**src/design/ncv_pkg.sv**
```systemverilog
// shared types and constants for the normalized convolution core
`timescale 1ns / 1ps
`default_nettype none
package ncv_pkg;
	localparam int WIDTH_BITS  = 12;
	localparam int ROW_BITS    = 16;
	localparam int COL_BITS    = 11;
	localparam int OUT_BITS    = 25;
	localparam int CFG_W       = 60;
	localparam int IDX_W       = 3;
	localparam int IN_DATA_W   = 8;
	localparam int OUT_DATA_W  = 56;
	localparam int OUT_PAD     = OUT_DATA_W - OUT_BITS - ROW_BITS - COL_BITS;

	localparam logic [IDX_W-1:0] REG_WIDTH   = 3'd0;
	localparam logic [IDX_W-1:0] REG_HEIGHT  = 3'd1;
	localparam logic [IDX_W-1:0] REG_KERNEL0 = 3'd2;

	localparam logic ACT_PUSH  = 1'b0;
	localparam logic ACT_FLUSH = 1'b1;

	typedef struct packed {
		logic accept;
		logic tap_start;
		logic tap_step;
		logic div_start;
		logic out_load;
	} ncv_cmd_t;

	typedef struct packed {
		logic emit_now;
		logic tap_last;
		logic mac_busy;
		logic div_done;
		logic out_free;
	} ncv_stat_t;
endpackage
`default_nettype wire

```
**src/design/ncv_ctrl.sv**
```systemverilog
// controller state machine: accept, tap sweep, drain, divide, output load
`timescale 1ns / 1ps
`default_nettype none
module ncv_ctrl (
	input  wire logic              clk,
	input  wire logic              arst_n,
	input  wire logic              s_tvalid,
	output logic                   s_tready,
	input  wire ncv_pkg::ncv_stat_t st,
	output ncv_pkg::ncv_cmd_t      cmd
);
	localparam logic [2:0] ST_IDLE  = 3'd0;
	localparam logic [2:0] ST_START = 3'd1;
	localparam logic [2:0] ST_TAPS  = 3'd2;
	localparam logic [2:0] ST_DRAIN = 3'd3;
	localparam logic [2:0] ST_DIV   = 3'd4;
	localparam logic [2:0] ST_LOAD  = 3'd5;

	logic [2:0] state_q;
	logic [2:0] state_nxt;

	always_comb begin
		cmd       = '0;
		state_nxt = state_q;
		unique case (state_q)
			ST_IDLE: begin
				cmd.accept = s_tvalid;
				if (s_tvalid && st.emit_now) begin
					state_nxt = ST_START;
				end
			end
			ST_START: begin
				cmd.tap_start = 1'b1;
				state_nxt     = ST_TAPS;
			end
			ST_TAPS: begin
				cmd.tap_step = 1'b1;
				if (st.tap_last) begin
					state_nxt = ST_DRAIN;
				end
			end
			ST_DRAIN: begin
				if (!st.mac_busy) begin
					cmd.div_start = 1'b1;
					state_nxt     = ST_DIV;
				end
			end
			ST_DIV: begin
				if (st.div_done) begin
					state_nxt = ST_LOAD;
				end
			end
			ST_LOAD: begin
				if (st.out_free) begin
					cmd.out_load = 1'b1;
					state_nxt    = ST_IDLE;
				end
			end
			default: state_nxt = ST_IDLE;
		endcase
	end

	always_ff @(posedge clk or negedge arst_n) begin
		if (!arst_n) begin
			state_q <= ST_IDLE;
		end else begin
			state_q <= state_nxt;
		end
	end

	assign s_tready = (state_q == ST_IDLE);

`ifndef NO_ASSERTIONS
	a_load_free: assert property (@(posedge clk) disable iff (!arst_n)
		cmd.out_load |-> st.out_free)
		else $error("output loaded while previous word still held");
	a_div_after_mac: assert property (@(posedge clk) disable iff (!arst_n)
		cmd.div_start |-> !st.mac_busy)
		else $error("divide started before accumulation finished");
	a_sweep_follows: assert property (@(posedge clk) disable iff (!arst_n)
		cmd.tap_start |=> cmd.tap_step)
		else $error("tap sweep did not follow its start");
	a_done_in_div: assert property (@(posedge clk) disable iff (!arst_n)
		st.div_done |-> (state_q == ST_DIV))
		else $error("divider finished outside the divide state");
`endif
endmodule
`default_nettype wire

```
**config.mk**
```make
export PLATFORM = sky130hd
export DESIGN_NAME = ncv_ctrl
export DESIGN_NICKNAME = d
export VERILOG_FILES = /design/src/design/ncv_pkg.sv /design/src/design/ncv_ctrl.sv
export SDC_FILE = /design/constraint.sdc
export NUM_CORES = 1
export LEC_CHECK = 0
export BUFFER_PORTS_ARGS = -buffer_cell sky130_fd_sc_hd__buf_2
export CAP_MARGIN = 40
export CORE_AREA = 2 2 39 41
export DETAILED_ROUTE_END_ITERATION = 10
export DIE_AREA = 0 0 41 43
export HOLD_SLACK_MARGIN = 0.12
export PLACE_DENSITY = 0.43
export SLEW_MARGIN = 20
export SYNTH_ARGS = -nofsm -noshare
export SYNTH_HDL_FRONTEND = slang
export SYNTH_SLANG_ARGS = --single-unit
```
**constraint.sdc**
```tcl
create_clock -name clk -period 1.3 [get_ports clk]
set_input_delay 0.065 -clock clk [delete_from_list [all_inputs] [get_ports clk]]
set_output_delay 0.065 -clock clk [all_outputs]
set_load 0.02 [all_outputs]
```
After elaboration in Yosys (flattened, before gate mapping)
Index checks and enable logic that the tools add are counted.
{"block": "classes", "bitwise_logic": 0, "n_shift": 0, "n_eq_ne": 10, "n_reduce_logical": 3, "n_addsub": 0, "mul": 0, "n_mux": 13, "magnitude_cmp": 0, "n_div": 0}
{"operator": "one-hot mux 3 bit (6 select lines)", "n": 1}
{"operator": "2-to-1 mux 3 bit", "n": 5}
{"operator": "inequality test 2 bit (second input constant)", "n": 4}
{"operator": "2-to-1 mux 1 bit", "n": 7}
{"operator": "== test 3 x 2 -> 1 bit (second input constant)", "n": 2}
{"operator": "== test 3 bit (second input constant)", "n": 2}
{"operator": "AND reduction 5 bit", "n": 1}
{"operator": "== test 3 x 1 -> 1 bit (second input constant)", "n": 1}
{"operator": "zero test 3 bit", "n": 1}
{"operator": "inequality test 2 x 1 -> 1 bit (second input constant)", "n": 1}
{"operator": "logical AND 1 bit", "n": 1}
{"block": "totals", "mem_bits_ro": 0, "regBits": 3, "mem_bits_rw": 0, "mem_count": 0, "latch_bits": 0, "word_cells": 27, "input_bits": 8, "out_inout_bits": 6}

Logic depth before layout (Yosys ltp)
{"block": "depth", "word_depth": 3, "depth_mapped": 4, "mapped_depth_nobuf": 3}

Worst setup path after synthesis
OpenSTA, ideal clock, no wires.
{"block": "synth_timing", "kind": "register to output", "startpoint": "reg state_q[0]", "endpoint": "out cmd[4] in the netlist's numbering", "t_required_ps": 1235, "path_buffers": 1, "slack_ps": 108, "path_stages_with_launch": 4, "arrival_ps": 1127, "path_cell_list": "dfrtp_1 buf_2 nor3_2 and2_1"}
{"item": "from (decl)", "line": "ncv_ctrl.sv:19", "text": "logic [2:0] state_q;"}
{"item": "from (signal assigned)", "line": "ncv_ctrl.sv:67", "text": "state_q <= state_nxt;"}
{"item": "to (decl)", "line": "ncv_ctrl.sv:10", "text": "output ncv_pkg::ncv_cmd_t cmd"}

==> metrics.yaml <==
numCtsBuffers: 3
overflow: 0
synth_area_leaders: "dfrtp_1 37%, mux2i_1 9.9%, nand2b_2 8.7%"
rsz0062_at_grt: "no"
wl_met1_um: 141
critical_path.reg2reg.endpoint: "state_q[0]$_DFFE_PN0P_"
outcome: "completed"
place_ws_ps: 259
fin_ws_ps: 40.2
critPathCapture: "cmd[1]"
cp-end-kind: "output pin"
clk_path_buf_depth: 2
synth_top_cell_by_area: "dfrtp_1"
cp-startpoint: "state_q[2]$_DFFE_PN0P_"
grt_use_total_pct: 6.93
final_common_cell: "buf_2"
power.leakage_nw: 0.173
p_comb_share_pct: 52.9
crit_buf_inv: 1
clk_pin_slew_ps: 40
first_pass_iters: 2
fin_total_pwr_uw: 814
setup_violations: 0
drv_slew: 0
diodes: 0
crit_required_ps: 1240
wl_per_cell_um: 7.90
synth_top_area_share_pct: 37.3
grt_pass1_wl_um: 731
largest_register_ffs: 3
synthMuxAreaShare_pct: 9.94
highest_layer: "met3"
timing.slew.headroom_pct: 85.7
setup_tns_ps: 0
die_area_um2: 1760
yosys_warnings: 0
ff2ff_setup_slack_ps: 240
fin_worst_skew_ps: 1.56
top_register: "state_q"
path_depth: 3
met2_length_um: 313
grt_pass1_vias: 193
drc: 0
wl_met3_um: 3
netlist_area_um2: 201
p_sw_uw: 362
regToRegStartpoint: "state_q[0]$_DFFE_PN0P_"
crit_path_max_fanout: 6
drt-vias-per-instance: 3.71
ant_nets: 0
timing_worst_setup_path_type: "register to output pin"
syn_nets: 31
ios: 14
critPathArrivalTime_ps: 1190
syn_to_final_growth_pct: 70.8
hold_viol_final: 0
start_kind: "register"
reg2reg_depth: 4
slowest_delay_ps: 440
port_buffers: 13
worst_slew_pin_slew_ps: 215
synth_cells: 23
hp-start: "s_tvalid"
hold_path.class: "primary input to register"
switching_share_pct: 44.5
grt_max_degree: 9
synth_seq_cells: 3
grt_antenna_before_repair: 0
synth_xor_area_share_pct: 0
crit_family: "flip-flops"
post-route-period-util_pct: 96.9
initial_core_util_pct: 14.6
cp_slowest_cell: "dfrtp_1"
die_w_um: 41
core_area_um2: 1380
avgSynthCellArea_um2: 8.76
clk_latency_ps: 230
vias: 215
cap_violations: 0
synth-simple-area-share_pct: 35.4
wl_um: 458
peakVddDrop_v: 0.000486
reg.largest.list: "state_q (3)"
place_congestion: 0.617
path_cells: "nand2b_2, nor2_2, buf_2"
htree_levels: 1
rows: 14
layout_min_cycle_time_ps: 1260
fin_nets: 51
synth-seq-area-share_pct: 37.3
ys_types: 15
pwr-share-seq_pct: 27.4
synth_top_family_by_area: "simple AND/OR/NAND/NOR gates"
cts_sinks: 3
timing.fmax_ghz: 0.794
drive_gt1_share_pct: 54.8
die_height_um: 43
clock_power_share_pct: 19.7
p_int_uw: 452
p_per_area_nw_per_um2: 2370
cts_root_buffer: "clkbuf_4"
layout_common_cells: "13 x buf_2, 3 x nor2_1, 3 x clkbuf_4"
synth_compound_gate_area_share_pct: 11.2
synth-adder-area-share_pct: 0
cts_tree: "done"
dr.first_iter.drc_count: 1
[what timing repair did]
action,CTS,global route
setup buffers,0,1
endpoints found under the hold margin,4,0
resized for setup,0,3
hold buffers,2,0
endpoints found under the setup margin,0,1
[per-stage QoR]
step,utilization (%),instance area (µm²),hold slack [ps],std cells
4_1_cts,23.7,328,121,57
3_3_place_gp,20.3,282,-137,51
6_report,24.9,344,118,58
5_1_grt,24.9,344,152,58
2_1_floorplan,-,201,-231,23
3_5_place_dp,20.3,282,-138,51
[synth_stat cells, drive strengths merged]
cell type and number:
nor2 4, dfrtp 3, inv 2, mux2i 2
nand2 2, nand2b 2, a31o 1, and2 1
buf 1, nand3 1, nor3 1, nor3b 1
o21ai 1, o221ai 1
[final cells by class]
type	instances	area, µm²
tap	16	20.0
clock buffer	4	26.3
sequential	3	77.6
fill	158	1040
multi-input combinational	17	120
inverter	2	7.51
timing repair buffer	16	92.6
[power by group through the flow]
stage               combinational (mW)  clock, mW  sequential (mW)
detailed placement               0.381          0            0.222
global route                     0.474      0.170            0.230
CTS                              0.386      0.166            0.221
global placement                 0.388          0            0.224
floorplan                        0.313          0            0.182
finish                           0.431      0.160            0.223
[tightest hold or removal path, cell delays in order]
cell      delay [ps]
buf_2             80
nand3_1           70
o221ai_1          80
[how the worst min path moves through the flow]
stage | to | slack (ps) | cells after the start
3_5_place_dp | state_q[1]$_DFFE_PN0P_ | -140 | 1
5_1_grt | state_q[0]$_DFFE_PN0P_ | 150 | 3
4_1_cts | state_q[0]$_DFFE_PN0P_ | 120 | 3
6_report | state_q[0]$_DFFE_PN0P_ | 120 | 3
2_1_floorplan | state_q[0]$_DFFE_PN0P_ | -230 | 0
3_3_place_gp | state_q[1]$_DFFE_PN0P_ | -140 | 1
[cells by family (layout without fill, tap and decap cells)]
kind of cell | Yosys count | in the layout
simple gates | 12 | 12
flops | 3 | 3
mux | 2 | 2
compound gates | 3 | 3
buf+inv | 3 | 22
[routing by layer]
metal	track usage, %	vias to the layer above
met5	0	-
met1	5.16	100
met3	3.14	0
met2	10.9	1
met4	8.00	0
li1	-	114
Power figures use the tool's default switching activity.
